$ cat config.mk
export PLATFORM = sky130hd
export DESIGN_NAME = bmp24_to_framebuffer_writer_top
export DESIGN_NICKNAME = d
export VERILOG_FILES = /design/src/sv/bmp2fb_pkg.sv /design/src/sv/bmp24_to_framebuffer_writer_top.sv /design/src/sv/bmp2fb_parse.sv
export SDC_FILE = /design/constraint.sdc
export NUM_CORES = 1
export LEC_CHECK = 0
export BUFFER_PORTS_ARGS = -buffer_cell sky130_fd_sc_hd__clkbuf_2
export CELL_PAD_IN_SITES_DETAIL_PLACEMENT = 2
export CELL_PAD_IN_SITES_GLOBAL_PLACEMENT = 2
export CORE_AREA = 2 2 191 193
export DETAILED_ROUTE_END_ITERATION = 10
export DIE_AREA = 0 0 193 195
export PLACE_DENSITY_LB_ADDON = 0.1
export SLEW_MARGIN = 0
export SYNTH_ARGS = -nofsm -noshare
export SYNTH_HDL_FRONTEND = slang
export SYNTH_SLANG_ARGS = --single-unit
$ cat constraint.sdc
create_clock -name i_clk -period 16.12 [get_ports i_clk]
set_input_delay 3.224 -clock i_clk [delete_from_list [all_inputs] [get_ports i_clk]]
set_output_delay 3.224 -clock i_clk [all_outputs]
set_load 0.05 [all_outputs]
$ cat src/sv/bmp2fb_pkg.sv
// Shared types and constants for the BMP stream to frame-buffer writer.
`default_nettype none

package bmp2fb_pkg;

    // Header layout of a 24-bit BMP file.
    localparam int unsigned HDR_LEN    = 54;
    localparam int unsigned POS_W      = 6;
    localparam int unsigned DIM_FIRST  = 18;
    localparam int unsigned WIDTH_LAST = 21;
    localparam int unsigned HGHT_LAST  = 25;

    // Fixed field widths of the ports.
    localparam int unsigned BYTE_W   = 8;
    localparam int unsigned COORD_W  = 12;
    localparam int unsigned FB_IDX_W = 20;
    localparam int unsigned PIXEL_W  = 24;

    // Configuration register indexes.
    localparam logic CFG_START_ROW = 1'b0;
    localparam logic CFG_START_COL = 1'b1;

    // One result word.
    typedef struct packed {
        logic [FB_IDX_W-1:0] fb_index;
        logic [PIXEL_W-1:0]  pixel_word;
        logic                last_pixel;
    } t_result;

endpackage

`default_nettype wire

$ cat src/sv/bmp24_to_framebuffer_writer_top.sv
// Top level of the 24-bit BMP stream to frame-buffer writer.
//
// Channel   Direction  Handshake                 Payload
// input     in         i_in_valid / o_in_stall   i_file_byte, i_first_byte
// output    out        o_out_valid / i_out_stall o_fb_index, o_pixel_word, o_last_pixel
// config    in         i_cfg_valid / o_cfg_ready i_cfg_index, i_cfg_data
//
// One file byte is taken every cycle unless the input stalls; every third pixel byte yields a word.
// A word goes into the output register as its red byte is taken, or into the skid stage if the output stalls.
// A one-word skid stage behind the output register keeps the input open
// while a word waits; the input stalls only while the skid stage is full.
// Reset clears the parser, leaving it idle until a byte marked first arrives.
`default_nettype none

module bmp24_to_framebuffer_writer_top
    import bmp2fb_pkg::*;
#(
    parameter int FB_WIDTH  = 640,
    parameter int DIM_BITS  = 12,
    parameter int ADDR_BITS = 20
) (
    input  wire logic                i_clk,
    input  wire logic                i_rst_n,
    input  wire logic                i_in_valid,
    output logic                     o_in_stall,
    input  wire logic [BYTE_W-1:0]   i_file_byte,
    input  wire logic                i_first_byte,
    output logic                     o_out_valid,
    input  wire logic                i_out_stall,
    output logic [FB_IDX_W-1:0]      o_fb_index,
    output logic [PIXEL_W-1:0]       o_pixel_word,
    output logic                     o_last_pixel,
    input  wire logic                i_cfg_valid,
    output logic                     o_cfg_ready,
    input  wire logic                i_cfg_index,
    input  wire logic [COORD_W-1:0]  i_cfg_data
);

    logic [COORD_W-1:0] r_start_row;
    logic [COORD_W-1:0] r_start_col;
    logic               r_out_valid;
    t_result            r_out;
    logic               r_skid_valid;
    t_result            r_skid;
    logic               in_accept;
    logic               res_valid;
    t_result            res;
    logic               out_free;

    assign o_cfg_ready = 1'b1;
    assign o_in_stall  = r_skid_valid;
    assign in_accept   = i_in_valid && !r_skid_valid;
    assign out_free    = !r_out_valid || !i_out_stall;

    // Configuration registers.
    always_ff @(posedge i_clk) begin
        if (!i_rst_n) begin
            r_start_row <= '0;
            r_start_col <= '0;
        end else if (i_cfg_valid) begin
            unique case (i_cfg_index)
                CFG_START_ROW: r_start_row <= i_cfg_data;
                CFG_START_COL: r_start_col <= i_cfg_data;
                default:       r_start_row <= r_start_row;
            endcase
        end
    end

    bmp2fb_parse #(
        .FB_WIDTH  (FB_WIDTH),
        .DIM_BITS  (DIM_BITS),
        .ADDR_BITS (ADDR_BITS)
    ) u_parse (
        .i_clk        (i_clk),
        .i_rst_n      (i_rst_n),
        .i_accept     (in_accept),
        .i_file_byte  (i_file_byte),
        .i_first_byte (i_first_byte),
        .i_start_row  (r_start_row),
        .i_start_col  (r_start_col),
        .o_res_valid  (res_valid),
        .o_res        (res)
    );

    // Output register with a one-word skid stage.
    always_ff @(posedge i_clk) begin
        if (!i_rst_n) begin
            r_out_valid  <= 1'b0;
            r_skid_valid <= 1'b0;
        end else if (out_free) begin
            if (r_skid_valid) begin
                r_out_valid  <= 1'b1;
                r_skid_valid <= 1'b0;
            end else begin
                r_out_valid <= res_valid;
            end
        end else if (res_valid) begin
            r_skid_valid <= 1'b1;
        end
    end

    // Output and skid payloads.
    always_ff @(posedge i_clk) begin
        if (out_free) begin
            r_out <= r_skid_valid ? r_skid : res;
        end
        if (!out_free && res_valid) begin
            r_skid <= res;
        end
    end

    assign o_out_valid  = r_out_valid;
    assign o_fb_index   = r_out.fb_index;
    assign o_pixel_word = r_out.pixel_word;
    assign o_last_pixel = r_out.last_pixel;

endmodule

`default_nettype wire

$ cat src/sv/bmp2fb_parse.sv
// Header parser and pixel address generator, one file byte per cycle while i_accept is high.
`default_nettype none

module bmp2fb_parse
    import bmp2fb_pkg::*;
#(
    parameter int FB_WIDTH  = 640,
    parameter int DIM_BITS  = 12,
    parameter int ADDR_BITS = 20
) (
    input  wire logic               i_clk,
    input  wire logic               i_rst_n,
    input  wire logic               i_accept,
    input  wire logic [BYTE_W-1:0]  i_file_byte,
    input  wire logic               i_first_byte,
    input  wire logic [COORD_W-1:0] i_start_row,
    input  wire logic [COORD_W-1:0] i_start_col,
    output logic                    o_res_valid,
    output t_result                 o_res
);

    localparam int TOP_W = ((COORD_W > DIM_BITS) ? COORD_W : DIM_BITS) + 1;
    localparam logic [ADDR_BITS-1:0] FB_STEP = ADDR_BITS'(FB_WIDTH);

    // Control state.
    logic                 r_done,    n_done;
    logic [POS_W-1:0]     r_hpos,    n_hpos;
    logic [DIM_BITS-1:0]  r_width,   n_width;
    logic [DIM_BITS-1:0]  r_height,  n_height;
    logic [DIM_BITS-1:0]  r_row,     n_row;
    logic [DIM_BITS-1:0]  r_col,     n_col;
    logic [1:0]           r_bip,     n_bip;
    logic [1:0]           r_pad,     n_pad;
    // Payload state.
    logic [31:0]          r_acc,     n_acc;
    logic [BYTE_W-1:0]    r_blue,    n_blue;
    logic [BYTE_W-1:0]    r_green,   n_green;
    logic [ADDR_BITS-1:0] r_row_base, n_row_base;

    // Values seen by this byte after a possible restart.
    logic                 e_done;
    logic [POS_W-1:0]     e_hpos;
    logic [DIM_BITS-1:0]  e_width;
    logic [DIM_BITS-1:0]  e_height;
    logic [31:0]          e_acc;
    logic [1:0]           sh;
    logic [TOP_W-1:0]     top;
    logic [ADDR_BITS-1:0] top_a;
    logic [ADDR_BITS-1:0] top_addr;
    logic [ADDR_BITS-1:0] pix_addr;
    logic                 last_col;
    logic                 last_row;

    // Negative sizes become zero, oversized ones saturate.
    function automatic logic [DIM_BITS-1:0] clamp_dim(input logic [31:0] v);
        logic [DIM_BITS-1:0] r;
        if (v[31]) begin
            r = '0;
        end else if (|v[30:DIM_BITS]) begin
            r = '1;
        end else begin
            r = v[DIM_BITS-1:0];
        end
        return r;
    endfunction

    // A first byte restarts the header parse.
    assign e_done   = i_first_byte ? 1'b0 : r_done;
    assign e_hpos   = i_first_byte ? '0 : r_hpos;
    assign e_width  = i_first_byte ? '0 : r_width;
    assign e_height = i_first_byte ? '0 : r_height;
    assign e_acc    = i_first_byte ? '0 : r_acc;
    assign sh       = 2'(e_hpos - POS_W'(DIM_FIRST));

    // Address of the image's top row at the end of the header.
    assign top      = TOP_W'(i_start_row) + TOP_W'(e_height) - TOP_W'(1);
    assign top_a    = ADDR_BITS'(top);
    assign top_addr = ADDR_BITS'(top_a * FB_STEP) + ADDR_BITS'(i_start_col);

    // Address of the current pixel and the end-of-row tests.
    assign pix_addr = r_row_base + ADDR_BITS'(r_col);
    assign last_col = ({1'b0, r_col} + (DIM_BITS+1)'(1)) >= {1'b0, r_width};
    assign last_row = ({1'b0, r_row} + (DIM_BITS+1)'(1)) >= {1'b0, r_height};

    // Result payload for the red byte of a pixel.
    assign o_res.fb_index   = FB_IDX_W'(pix_addr);
    assign o_res.pixel_word = {r_blue, r_green, i_file_byte};
    assign o_res.last_pixel = last_col && last_row;

    // Next-state logic for one accepted byte.
    always_comb begin
        n_done     = r_done;
        n_hpos     = r_hpos;
        n_width    = r_width;
        n_height   = r_height;
        n_row      = r_row;
        n_col      = r_col;
        n_bip      = r_bip;
        n_pad      = r_pad;
        n_acc      = r_acc;
        n_blue     = r_blue;
        n_green    = r_green;
        n_row_base = r_row_base;
        o_res_valid = 1'b0;
        if (i_accept) begin
            n_done   = e_done;
            n_hpos   = e_hpos;
            n_width  = e_width;
            n_height = e_height;
            n_acc    = e_acc;
            if (!e_done) begin
                if (e_hpos < POS_W'(HDR_LEN)) begin
                    // Header byte: collect the width and height words.
                    if (e_hpos >= POS_W'(DIM_FIRST) && e_hpos <= POS_W'(HGHT_LAST)) begin
                        if (sh == 2'd0) begin
                            n_acc = 32'(i_file_byte);
                        end else begin
                            n_acc = e_acc | (32'(i_file_byte) << {sh, 3'b000});
                        end
                        if (e_hpos == POS_W'(WIDTH_LAST)) begin
                            n_width = clamp_dim(n_acc);
                        end else if (e_hpos == POS_W'(HGHT_LAST)) begin
                            n_height = clamp_dim(n_acc);
                        end
                    end
                    n_hpos = e_hpos + POS_W'(1);
                    if (e_hpos == POS_W'(HDR_LEN - 1)) begin
                        n_row = '0;
                        n_col = '0;
                        n_bip = 2'd0;
                        n_pad = 2'd0;
                        if (e_width == '0 || e_height == '0) begin
                            n_done = 1'b1;
                        end else begin
                            n_row_base = top_addr;
                        end
                    end
                end else if (r_pad != 2'd0) begin
                    // Row padding: the last pad byte moves up one row.
                    n_pad = r_pad - 2'd1;
                    if (r_pad == 2'd1) begin
                        n_col      = '0;
                        n_row      = r_row + DIM_BITS'(1);
                        n_row_base = r_row_base - FB_STEP;
                    end
                end else if (r_bip == 2'd0) begin
                    n_blue = i_file_byte;
                    n_bip  = 2'd1;
                end else if (r_bip == 2'd1) begin
                    n_green = i_file_byte;
                    n_bip   = 2'd2;
                end else begin
                    // Red byte completes a pixel.
                    o_res_valid = 1'b1;
                    n_bip = 2'd0;
                    if (last_col && last_row) begin
                        n_done = 1'b1;
                    end else if (last_col) begin
                        n_pad = r_width[1:0];
                        if (r_width[1:0] == 2'd0) begin
                            n_col      = '0;
                            n_row      = r_row + DIM_BITS'(1);
                            n_row_base = r_row_base - FB_STEP;
                        end
                    end else begin
                        n_col = r_col + DIM_BITS'(1);
                    end
                end
            end
        end
    end

    // Control registers.
    always_ff @(posedge i_clk) begin
        if (!i_rst_n) begin
            r_done   <= 1'b1;
            r_hpos   <= '0;
            r_width  <= '0;
            r_height <= '0;
            r_row    <= '0;
            r_col    <= '0;
            r_bip    <= 2'd0;
            r_pad    <= 2'd0;
        end else begin
            r_done   <= n_done;
            r_hpos   <= n_hpos;
            r_width  <= n_width;
            r_height <= n_height;
            r_row    <= n_row;
            r_col    <= n_col;
            r_bip    <= n_bip;
            r_pad    <= n_pad;
        end
    end

    // Payload registers.
    always_ff @(posedge i_clk) begin
        r_acc      <= n_acc;
        r_blue     <= n_blue;
        r_green    <= n_green;
        r_row_base <= n_row_base;
    end

endmodule

`default_nettype wire
=== After elaboration in Yosys (flattened, before gate mapping) ===
Cells that the tools add are included.

* Bits in registers: 243
* Output and inout bits: 48
* Logic and storage cells: 170
* Input bits: 27

* $add $sub $neg: 12
* Multiply operators: 1
* Shift operators: 1
* Bitwise gates (word level): 7
* $lt $le $gt $ge: 5
* Reductions and logical operators: 29
* Multiplexer cells: 80
* Equal/unequal tests: 13

{| class="wikitable"
|+ Operators by type and width
! operator !! number
|-
| 12-bit 2-to-1 mux || 30
|-
| 32-bit 2-to-1 mux || 9
|-
| 20-bit 2-to-1 mux || 10
|-
| 45-bit 2-to-1 mux || 1
|-
| 20-bit by 12-bit adder with 20-bit output || 2
|-
| 32-bit bitwise OR || 1
|-
| 8-bit by 5-bit << shifter with 32-bit output || 1
|-
| 12-bit by 1-bit adder with 13-bit output (second input constant) || 2
|-
| 13-bit by 12-bit >= comparator with 1-bit output || 2
|-
| 12-bit by 1-bit adder with 12-bit output (second input constant) || 2
|-
| 12-bit zero test || 2
|-
| 2-bit 2-to-1 mux || 11
|-
| 20-bit by 10-bit subtractor with 20-bit output (second input constant) || 1
|-
| 19-bit OR reduction || 1
|-
| 6-bit 2-to-1 mux || 3
|-
| 1-bit 2-to-1 mux || 16
|-
| 12-bit by 12-bit adder with 13-bit output || 1
|-
| 13-bit by 3-bit multiplier with 13-bit output (second input constant) || 1
|-
| 13-bit by 1-bit subtractor with 13-bit output (second input constant) || 1
|-
| 6-bit by 5-bit equality test with 1-bit output (second input constant) || 2
|-
| 10-bit AND reduction || 1
|-
| 3-bit by 1-bit != test with 1-bit output (second input constant) || 3
|-
| 9-bit AND reduction || 1
|-
| 8-bit AND reduction || 1
|-
| other kinds (25) || 43
|}

=== Logic depth before layout (Yosys ltp) ===
Gate-level depths: netlist of the first run.

* Word-level depth: 17
* Depth in mapped cells: 28
* Mapped depth without buffers: 25

=== Cells and area by module ===
From an unflattened synthesis of the first run, not the netlist that was laid out.

* Cells, all modules: 1,288
* Area total of the unflattened synthesis: 13,529.2 um2

{| class="wikitable"
|+ Modules (own cells, without submodules)
! module !! area an instance (um2) !! cells each !! times used !! seq. area each (um2)
|-
| bmp2fb_parse || 9,145.0 || 1,045 || 1 || 3,223.1
|-
| bmp24_to_framebuffer_writer_top || 4,384.2 || 243 || 1 || 3,223.1
|}

=== Worst setup path before layout of the first run ===
Ideal clock, no wire load.

* Path kind: input to register
* Start point: in i_first_byte
* End point: reg u_parse.r_row_base[19] (data pin)
* Library setup time: 0.270 ns
* Required time: 15.850 ns
* Path slack: 7.891 ns
* Arrival time: 7.959 ns
* Buffers on the path: 3
* Stages on the path: 26
* Cell sequence: clkbuf_1 clkinv_1 clkbuf_1 buf_1 nand2_1 ha_1 inv_1 ha_1 inv_1 fa_1 nor2b_1 o21ai_0 a21oi_1 o21ai_0 a21oi_1 o21ai_0 a21boi_0 nor4_1 a211o_1 ha_1 ha_1 xor2_1 nor4b_1 xnor3_1 xor2_1 a21oi_1

* Cells in the longest elaborated chain, start to end: 8
* Elaborated cells on any way between the ends: 10
* Those cells by class: add/sub (3); mul (1); order compare (1); mux (5)

{| class="wikitable"
|+ Ends and longest elaborated chain
! element !! line !! RTL
|-
| start: declaration || bmp24_to_framebuffer_writer_top.sv:27 || <nowiki>input wire logic i_first_byte,</nowiki>
|-
| 12-bit 2-to-1 mux || bmp2fb_parse.sv:71 || <nowiki>assign e_height = i_first_byte ? '0 : r_height;</nowiki>
|-
| 12-bit by 12-bit adder with 13-bit output || bmp2fb_parse.sv:76 || <nowiki>assign top = TOP_W'(i_start_row) + TOP_W'(e_height) - TOP_W'(1);</nowiki>
|-
| 13-bit by 1-bit subtractor with 13-bit output || bmp2fb_parse.sv:76 ||
|-
| 13-bit by 3-bit multiplier with 13-bit output || bmp2fb_parse.sv:78 || <nowiki>assign top_addr = ADDR_BITS'(top_a * FB_STEP) + ADDR_BITS'(i_start_col);</nowiki>
|-
| 20-bit by 12-bit adder with 20-bit output || bmp2fb_parse.sv:78 ||
|-
| 20-bit 2-to-1 mux || bmp2fb_parse.sv:132 || <nowiki>if (e_width == '0 || e_height == '0) begin</nowiki>
|-
| 20-bit 2-to-1 mux || bmp2fb_parse.sv:127 || <nowiki>if (e_hpos == POS_W'(HDR_LEN - 1)) begin</nowiki>
|-
| 20-bit 2-to-1 mux * || bmp2fb_parse.sv:112 || <nowiki>if (e_hpos < POS_W'(HDR_LEN)) begin</nowiki>
|-
| end signal: assignment || bmp2fb_parse.sv:201 || <nowiki>r_row_base <= n_row_base;</nowiki>
|-
| end: declaration || bmp2fb_parse.sv:38 || <nowiki>logic [ADDR_BITS-1:0] r_row_base, n_row_base;</nowiki>
|}

Every way passes the cells marked *; elsewhere a longest branch is shown, timed or not. The select of a mux whose other input is x is not followed.
A chain may end at the register's enable or synchronous reset.

=== Final worst setup path of the first run ===
Same ends and word-level chain as after synthesis.

==> results.sh, run 1 <==
export IMPL_cpMostUsedCell="ha_1"
export IMPL_vias=9934
export IMPL_power_switching_uw=448
export IMPL_rsz0062_at_grt="false"
export IMPL_skew_ns=0.0147
export IMPL_grt_max_degree=88
export IMPL_cts_tree="yes"
export IMPL_power_share_combinational_pct=17.3
export IMPL_ys_warn_count=0
export IMPL_numCtsBuffers=28
export IMPL_dr_pass1_iters=4
export IMPL_cts_resized=0
export IMPL_p_clk_share_pct=40.4
export IMPL_synth_mux_area_share_pct=3.69
export IMPL_yosys_register_bits=243
export IMPL_synth_area_leaders="edfxtp_1 35%, dfxtp_1 13%, ha_1 8.2%"
export IMPL_vias_per_cell=5.33
export IMPL_fill_cells=3823
export IMPL_yosysTopAreaCellShare_pct=35.5
export IMPL_drt_iter0_drc=459
export IMPL_dp_slack_ns=7.48
export IMPL_ys_flop_type="edfxtp_1"
export IMPL_syn_nets=1449
export IMPL_maxCapViolations=0
export IMPL_die_h_um=195
export IMPL_place_area_um2=14200
export IMPL_required_ns=16.42
export IMPL_drt_total_wl_um=37600
export IMPL_cts_root_buf="clkbuf_16"
export IMPL_min_delay_start="u_parse.r_blue[4]$_DFFE_PP_"
export IMPL_core_area_um2=35400
export IMPL_synthXorXnorAreaFrac_pct=4.95
export IMPL_final_max_slew_viol_count=0
export IMPL_cts_htree_levels=1
export IMPL_wire_per_inst_um=20.2
export IMPL_start_util_pct=37.8
export IMPL_async_reset_ff_share_pct=0
export IMPL_finalSetupTns_ns=0
export IMPL_design_area_um2=15100
export IMPL_grtUsageTotal_pct=20.3
export IMPL_leakage_uw=0.00583
export IMPL_nets=1499
export IMPL_multi_input_area_um2=6320
export IMPL_grt_pass1_wl_um=60300
export IMPL_synth_compound_area_share_pct=14.2
export IMPL_dp_hpwl_um=27200
export IMPL_vdd_drop_max_uv=71.6
export IMPL_cts_setup_buffers=0
export IMPL_synth_cell_area_um2=13400
export IMPL_setup_violations=0
export IMPL_regToRegStartpoint="u_parse.r_height[1]$_SDFFE_PN0P_"
export IMPL_seqPwrFrac_pct=42.2
export IMPL_crit_buf_inv=4
export IMPL_stdcell_count=1863
export IMPL_antenna_found_initial=0
export IMPL_relSlewSlack_pct=26.3
export IMPL_path_clk_slew_ns=0.06
export IMPL_fmax_mhz=125
export IMPL_power_density_nw_per_um2=108
export IMPL_crit_family="adder cells"
export IMPL_status="finished clean"
export IMPL_register_area_um2=6450
export IMPL_area_growth_pct=13.1
export IMPL_drtAntennaViolNets=0
export IMPL_worst_setup_path_end_kind="register"
export IMPL_grt_pass1_vias=10777
export IMPL_syn_inst=1330
export IMPL_fp_dieW_um=193
export IMPL_crit_start="i_first_byte"
export IMPL_tightest_slew_ns=1.10
export IMPL_ys_seq_area_share_pct=48.2
export IMPL_gr_total_overflow=0
export IMPL_critical_path_slowest_cell="a2111oi_2"
export IMPL_setup_ws_ns=8.09
export IMPL_yosysMostFrequentCell="edfxtp_1"
export IMPL_place_inst=1811
export IMPL_ios=75
export IMPL_clk_latency_ns=0.58
export IMPL_internal_power_uw=1180
export IMPL_yosysUniqueCellTypes=70
export IMPL_hp_class="register to register"
export IMPL_switching_share_pct=27.5
export IMPL_synth_simple_area_share_pct=15.5
export IMPL_synth_area_leader_cell="edfxtp_1"
export IMPL_cp_max_fo=41
export IMPL_core_rowCount=69
export IMPL_hold_violations=0
export IMPL_critPathMaxStageDelay_ns=0.47
export IMPL_diodes=0
export IMPL_yosys_top_cells_count="158 x edfxtp_1, 144 x nand2_1, 94 x inv_1"
export IMPL_p_total_uw=1630
export IMPL_startpoint_type="primary input"
export IMPL_clock_sinks=243
export IMPL_synthAdderAreaFrac_pct=8.83
export IMPL_synth_top_family_by_area="simple AND/OR/NAND/NOR gates"
export IMPL_port_buffers=73
export IMPL_fin_crit_sh_pct=49.8
export IMPL_clk_path_buf_depth=3
export IMPL_path_class="primary input to register"
export IMPL_dieArea_um2=37600
export IMPL_drc=0
export IMPL_syn_avg_cell_area_um2=10.1
export IMPL_synth_edf_count=158
export IMPL_cts_hold_buffers_added=0
export IMPL_period_needed_ns=8.03
export IMPL_crit_arrival_ns=8.33
export IMPL_path_cells="clkbuf_2 > clkinv_1 > buf_4 > nand2_1 > ha_1 > inv_1 > ha_1 > a211oi_1 > nor2_1 > nor4_1 > nor4_1 > a2111oi_2 > xnor2_1 > ha_1 > ha_1 > o21ai_0 > a31oi_1 > nor2_1 > xor2_1 > nor4b_1 > xnor3_1 > xor2_1 > a21oi_1"
export IMPL_gp_congestion=0.767
export IMPL_layout_drive_gt1_share_pct=13.5
-- metrics by stage --
step,utilization (%),hold WS (ns)
floorplan,-,0.422
global placement,40.0,0.433
detailed placement,40.0,0.443
CTS,42.7,0.460
global route,42.7,0.463
finish,42.7,0.459
-- per-layer routing --
layer / up-vias / GRT usage [%] / routed length, um
li1: 4828 / - / -
met1: 4936 / 27.1 / 17300
met2: 133 / 34.8 / 18300
met3: 37 / 2.34 / 1180
met4: 0 / 4.99 / 726
met5: - / 0 / 0
-- registers in the layout, indices dropped and copies added (netlist names), 2 cells and up --
signal	count
u_parse.r_height	12
o_pixel_word	24
u_parse.r_bip	2
u_parse.r_col	12
u_parse.r_row	12
u_parse.r_blue	8
u_parse.r_acc	32
u_parse.r_green	8
u_parse.r_hpos	6
u_parse.r_row_base	20
u_parse.r_pad	2
o_fb_index	20
r_skid	45
r_start_col	12
r_start_row	12
u_parse.r_width	12
-- cell type report --
type | count | area share, %
clock buffer | 34 | 4.98
tap | 461 | 3.81
timing repair buffer | 86 | 3.06
inverter | 96 | 2.38
multi-input combinational | 925 | 41.8
clock inverter | 18 | 1.34
sequential | 243 | 42.6
-- worst paths after layout --
| kind | end | slack, ns | depth (start not counted) |
|---|---|---|---|
| max | u_parse.r_row_base[19]$_DFFE_PP_ | 8.09 | 23 |
| min | r_skid[21]$_DFFE_PP_ | 0.46 | 0 |
| min reg2reg | r_skid[21]$_DFFE_PP_ | 0.46 | 0 |
| max reg2reg | u_parse.r_row_base[19]$_DFFE_PP_ | 11.08 | 22 |
-- power by group through the flow --
stage	clock [uW]	sequential, uW	combinational (uW)
after CTS	679	687	287
after floorplan	0	701	211
final	658	687	282
after global placement	0	700	272
after detailed placement	0	700	284
after global routing	702	688	322
-- placed cells by master, fill, tap and decap left out, types with 6 or more instances in the layout --
cell type	synthesis	routed
a21boi_0	32	32
a21boi_1	13	13
a21o_1	11	11
a21oi_1	49	49
a221oi_1	8	8
a22o_1	12	12
a22oi_1	19	19
a31oi_1	9	9
and2_1	42	42
and3_1	13	13
buf_4	1	13
clkbuf_16	0	28
clkbuf_2	2	73
clkinv_2	0	7
dfxtp_1	85	84
edfxtp_1	158	158
ha_1	88	88
inv_1	94	94
mux2_2	40	40
nand2_1	144	143
nand2b_1	8	8
nand3_1	36	36
nand4_1	10	10
nor2_1	91	89
nor2b_1	18	18
nor3_1	17	16
nor4_1	15	15
o21a_1	9	9
o21ai_0	52	52
o21ai_1	38	38
or3_1	6	6
or3b_1	6	6
xnor2_1	41	41
xor2_1	32	32
-- cells by family (layout without fill, tap and decap cells) --
group,Yosys count,count (layout)
buffers and inverters,162,234
muxes,44,44
other,1,1
adders and majority gates,92,92
AOI/OAI and AO/OA,288,288
DFF,243,243
and+or+nand+nor,426,426
xor gates and xnor gates,74,74
(Power assumes the default switching activity.)
==> run 2: changes to the inputs <==
ABC_AREA = 1   (was not set)
CORE_AREA = 2 2 201 203   (was 2 2 191 193)
DIE_AREA = 0 0 203 205   (was 0 0 193 195)
clock period = 8.4 ns   (was 16.12 ns; I/O delays follow)
==> run 2 against run 1 <==
Sequential power is 95% higher. Via count increased by 25%. Power rose by 120%. Global-route usage is 1.9 points higher. Cell count up 30%. Cell area is 6.8% higher. First-iteration DRC count up 6.8%. Hold slack lost 0.00071 ns. Critical path depth grew 2. Core utilization is 1.7 points lower. Count of clock-buffer cells in the layout increased by 8.
==> results.sh, run 2 <==
export IMPL_status="finished clean"
export IMPL_required_ns=8.73
export IMPL_core_rowCount=73
export IMPL_dieArea_um2=41600
export IMPL_tightest_slew_ns=1.08
export IMPL_diodes=0
export IMPL_worstHoldEndpoint="r_skid[9]$_DFFE_PP_"
export IMPL_reg2regPathDepth=23
export IMPL_grt_pass1_vias=13442
export IMPL_vdd_drop_max_uv=150
export IMPL_period_needed_ns=5.75
export IMPL_gp_congestion=0.816
export IMPL_syn_avg_cell_area_um2=7.91
export IMPL_setup_violations=0
export IMPL_vias_per_cell=5.13
export IMPL_fin_crit_sh_pct=68.5
export IMPL_synth_area_leaders="edfxtp_1 33%, nand2_1 13%, dfxtp_1 12%"
export IMPL_final_max_slew_viol_count=0
export IMPL_leakage_uw=0.00695
export IMPL_power_density_nw_per_um2=223
export IMPL_drc=0
export IMPL_cp_max_fo=13
export IMPL_yosysTopAreaCellShare_pct=32.9
export IMPL_synth_cell_area_um2=14400
export IMPL_hp_class="register to register"
export IMPL_yosys_register_bits=243
export IMPL_fill_cells=4544
export IMPL_cts_setup_buffers=0
export IMPL_cts_htree_levels=1
export IMPL_antenna_found_initial=1
export IMPL_cts_root_buf="clkbuf_16"
export IMPL_drtAntennaViolNets=0
export IMPL_cts_resized=0
export IMPL_min_delay_start="u_parse.r_green[0]$_DFFE_PP_"
export IMPL_crit_start="i_first_byte"
export IMPL_grtUsageTotal_pct=22.2
export IMPL_clk_latency_ns=0.59
export IMPL_relSlewSlack_pct=27.5
export IMPL_layout_drive_gt1_share_pct=8.98
export IMPL_r2r_slack_ns=3.88
export IMPL_r2r_end="u_parse.r_row_base[19]$_DFFE_PP_"
export IMPL_vias=12411
export IMPL_nets=1990
export IMPL_regToRegStartpoint="u_parse.r_height[1]$_SDFFE_PN0P_"
export IMPL_clk_path_buf_depth=3
export IMPL_largest_reg_flops=45
export IMPL_path_class="primary input to register"
export IMPL_synth_edf_count=158
export IMPL_dp_hpwl_um=34000
export IMPL_dr_pass1_iters=5
export IMPL_area_growth_pct=12.1
export IMPL_ios=75
export IMPL_yosysMostFrequentCell="nand2_1"
export IMPL_clock_sinks=243
export IMPL_crit_arrival_ns=6.08
export IMPL_path_clk_slew_ns=0.06
export IMPL_syn_nets=1942
export IMPL_finalSetupTns_ns=0
export IMPL_start_util_pct=36.6
export IMPL_dp_slack_ns=2.09
export IMPL_gr_total_overflow=0
export IMPL_grt_pass1_wl_um=73700
export IMPL_async_reset_ff_share_pct=0
export IMPL_die_h_um=205
export IMPL_final_cell_mix="512 x nand2_1, 215 x inv_1, 162 x nor2_1"
export IMPL_synth_area_leader_cell="edfxtp_1"
export IMPL_core_area_um2=39400
export IMPL_startpoint_type="primary input"
export IMPL_hold_path_depth=0
export IMPL_port_buffers=73
export IMPL_p_total_uw=3600
export IMPL_ys_warn_count=0
export IMPL_rsz0062_at_grt="false"
export IMPL_final_common_cell="nand2_1"
export IMPL_maxCapViolations=0
export IMPL_skew_ns=0.0154
export IMPL_cts_tree="yes"
export IMPL_fmax_mhz=174
export IMPL_ys_flop_type="edfxtp_1"
export IMPL_numCtsBuffers=29
export IMPL_wire_per_inst_um=18.8
export IMPL_grt_max_degree=67
export IMPL_yosys_top_cells_count="513 x nand2_1, 215 x inv_1, 163 x nor2_1"
export IMPL_drt_iter0_drc=490
export IMPL_syn_inst=1823
export IMPL_largest_register="r_skid"
export IMPL_setup_ws_ns=2.65
export IMPL_ys_seq_area_share_pct=44.7
export IMPL_fp_dieW_um=203
export IMPL_worst_setup_path_end_kind="register"
export IMPL_drt_total_wl_um=45500
export IMPL_yosysUniqueCellTypes=48
export IMPL_hold_violations=0
export IMPL_cts_hold_buffers_added=0
-- run 2: changes by cell type after synthesis, moves of 47 or more --
cell and delta:
a21oi_1 +85, nand2_1 +369, o21ai_0 +70, inv_1 +121
nor2_1 +72, nand3_1 +47
-- run 2: stage by stage --
| step | instance area [um2] | instances | util [%] | hold slack (ns) |
|---|---|---|---|---|
| 3_5_place_dp | 15200 | 2365 | 38.7 | 0.443 |
| 6_report | 16200 | 2419 | 41.0 | 0.458 |
| 2_1_floorplan | 14400 | 1823 | - | 0.427 |
| 5_1_grt | 16200 | 2419 | 41.0 | 0.471 |
| 3_3_place_gp | 15200 | 2365 | 38.7 | 0.433 |
| 4_1_cts | 16200 | 2419 | 41.0 | 0.458 |
-- run 2: cells by family (layout without fill, tap and decap cells) --
logic type | count (synthesis) | count (layout) | share of synthesized area (%)
and+or+nand+nor | 832 | 832 | 24.1
buffers and inverters | 294 | 365 | 8.25
DFF | 243 | 243 | 44.7
xor gates and xnor gates | 60 | 60 | 3.65
AOI/OAI and AO/OA | 301 | 301 | 11.1
other | 1 | 1 | 0.0260
adders and majority gates | 92 | 92 | 8.19
-- run 2: how the worst max path moves through the flow --
stage                                  endpoint  slack (ns)  depth (start not counted)
4_1_cts        u_parse.r_row_base[19]$_DFFE_PP_        2.67                         25
3_3_place_gp   u_parse.r_row_base[19]$_DFFE_PP_        2.31                         25
5_1_grt        u_parse.r_row_base[19]$_DFFE_PP_        2.22                         25
2_1_floorplan  u_parse.r_row_base[19]$_DFFE_PP_        2.72                         27
3_5_place_dp   u_parse.r_row_base[19]$_DFFE_PP_        2.09                         25
6_report       u_parse.r_row_base[19]$_DFFE_PP_        2.65                         25
-- run 2: where the power goes --
group          internal [uW]  leakage (uW)  total, uW  switching [uW]
registers               1330       0.00223       1340            12.9
clock network            725      0.000454       1270             541
logic                    331       0.00427        999             667
total                   2380       0.00695       3600            1220
-- run 2: critical path, cell delays in order --
cell and delay [ns]:
clkbuf_2 0.24, inv_2 0.24, nand2_1 0.13, ha_1 0.28, inv_1 0.06, ha_1 0.21
inv_1 0.07, fa_1 0.42, inv_1 0.08, a31o_2 0.16, xor2_1 0.26, inv_1 0.09
ha_1 0.30, ha_1 0.43, nand2_1 0.09, o21ai_0 0.30, xor2_1 0.18, nor2_1 0.12
nand2_1 0.08, nor2_1 0.22, nand4_1 0.16, inv_1 0.08, nand2_1 0.05, nand3_1 0.07
nand2_1 0.06
-- run 2: per-layer routing --
layer | wire (um) | global-route usage [%] | up-vias
met1 | 21300 | 29.1 | 6128
met4 | 935 | 4.95 | 2
li1 | - | - | 6078
met5 | 10 | 0 | -
met3 | 1290 | 2.83 | 57
met2 | 22000 | 39.0 | 146
-- run 2: layout make-up --
class	count	area, um2	share of cell area, %
clock buffer	42	837	5.18
inverter	226	848	5.25
multi-input combinational	1286	6810	42.1
tap	525	657	4.07
sequential	243	6450	39.9
timing repair buffer	85	455	2.82
clock inverter	12	105	0.650
==> run 3: changes to the inputs <==
clock period = 5.9 ns   (was 8.4 ns; I/O delays follow)
==> run 3 against run 2 <==
Cell area up 0.32%. Count of clock-buffer cells in the layout down 8. Sequential share of layout area down 0.13 points. Cell count up 0.33%. Sequential cell count unchanged. Critical path type unchanged. Critical endpoint unchanged.
==> results.sh, run 3 (same netlist as run 2, synthesis figures left out) <==
export IMPL_status="finished clean"
export IMPL_dp_hpwl_um=33100
export IMPL_cts_setup_buffers=0
export IMPL_port_buffers=73
export IMPL_drtAntennaViolNets=0
export IMPL_hold_path_depth=0
export IMPL_gp_congestion=0.796
export IMPL_area_growth_pct=12.4
export IMPL_diodes=0
export IMPL_fp_dieW_um=203
export IMPL_dieArea_um2=41600
export IMPL_vias=12447
export IMPL_cts_htree_levels=1
export IMPL_skew_ns=0.0130
export IMPL_core_rowCount=73
export IMPL_startpoint_type="primary input"
export IMPL_path_clk_slew_ns=0.06
export IMPL_relSlewSlack_pct=27.7
export IMPL_crit_arrival_ns=5.31
export IMPL_reg2regPathDepth=23
export IMPL_tightest_slew_ns=1.09
export IMPL_ios=75
export IMPL_vias_per_cell=5.13
export IMPL_fin_crit_sh_pct=84.5
export IMPL_hp_class="register to register"
export IMPL_maxCapViolations=0
export IMPL_dr_pass1_iters=5
export IMPL_die_h_um=205
export IMPL_nets=1998
export IMPL_cp_max_fo=9
export IMPL_final_cell_mix="512 x nand2_1, 215 x inv_1, 162 x nor2_1"
export IMPL_setup_violations=0
export IMPL_core_area_um2=39400
export IMPL_drt_total_wl_um=45200
export IMPL_start_util_pct=36.6
export IMPL_critical_path_slowest_cell="fa_1"
export IMPL_clk_latency_ns=0.58
export IMPL_timing_hold_ws_ns=0.457
export IMPL_required_ns=6.23
export IMPL_drc=0
export IMPL_hold_violations=0
export IMPL_period_needed_ns=4.98
export IMPL_worst_setup_path_end_kind="register"
export IMPL_largest_reg_flops=45
export IMPL_antenna_found_initial=0
export IMPL_largest_register="r_skid"
export IMPL_vdd_drop_max_uv=186
export IMPL_cts_root_buf="clkbuf_16"
export IMPL_cts_tree="yes"
export IMPL_numCtsBuffers=29
export IMPL_clock_sinks=243
export IMPL_layout_drive_gt1_share_pct=9.67
export IMPL_clk_path_buf_depth=3
export IMPL_path_class="primary input to register"
export IMPL_rsz0062_at_grt="false"
export IMPL_drt_iter0_drc=515
export IMPL_gr_total_overflow=0
export IMPL_final_common_cell="nand2_1"
export IMPL_grt_pass1_vias=13251
export IMPL_fmax_mhz=201
export IMPL_final_max_slew_viol_count=0
export IMPL_wire_per_inst_um=18.6
export IMPL_grtUsageTotal_pct=22.0
export IMPL_power_density_nw_per_um2=311
export IMPL_cts_resized=0
export IMPL_grt_pass1_wl_um=73000
export IMPL_critPathMaxStageDelay_ns=0.42
export IMPL_finalSetupTns_ns=0
export IMPL_grt_max_degree=67
export IMPL_cts_hold_buffers_added=0
export IMPL_leakage_uw=0.00698
-- run 3: path summary, 6_finish.rpt --
path | start | endpoint | slack (ns)
worst max-delay path | i_first_byte | u_parse.r_row_base[19]$_DFFE_PP_ | 0.92
worst min-delay path | u_parse.r_blue[0]$_DFFE_PP_ | r_skid[17]$_DFFE_PP_ | 0.46
worst max register to register | u_parse.r_height[1]$_SDFFE_PN0P_ | u_parse.r_row_base[19]$_DFFE_PP_ | 1.43
worst min register to register | u_parse.r_blue[0]$_DFFE_PP_ | r_skid[17]$_DFFE_PP_ | 0.46
-- run 3: layer usage --
metal,part of all wire [%],GRT usage [%]
met5,0,0
met1,47,29.3
met3,2.6,2.13
met4,2.1,5.24
met2,48,38.4
-- run 3: cell type report --
| class | count | area [um2] |
|---|---|---|
| Multi-Input combinational cell | 1286 | 6810 |
| Clock inverter | 20 | 136 |
| Inverter | 226 | 848 |
| Fill cell | 4546 | 23200 |
| Tap cell | 525 | 657 |
| Clock buffer | 34 | 785 |
| Timing Repair Buffer | 93 | 528 |
| Sequential cell | 243 | 6450 |
-- run 3: metrics by stage --
stage,instances,power [uW],instance area [um2],setup WS (ns),util [%]
after floorplan,1823,2950,14400,0.718,-
after global placement,2373,3240,15300,0.449,38.8
after detailed placement,2373,3310,15300,0.351,38.8
after CTS,2427,5100,16200,0.946,41.2
after global routing,2427,5350,16200,0.340,41.2
final,2427,5040,16200,0.916,41.2
-- run 3: worst max-delay path: cells and delay by family --
| kind | cells | cell delay (ns) |
|---|---|---|
| fa+ha+maj | 5 | 1.64 |
| compound gates | 2 | 0.45 |
| buf+inv | 7 | 0.64 |
| simple gates | 9 | 0.99 |
| xor+xnor | 2 | 0.41 |
-- run 3: power by group --
part           total (uW)  switching (uW)  leakage [uW]  internal (uW)
combinational        1380             906       0.00431            475
sequential           1900            17.5       0.00223           1890
clock                1750             794      0.000445            959
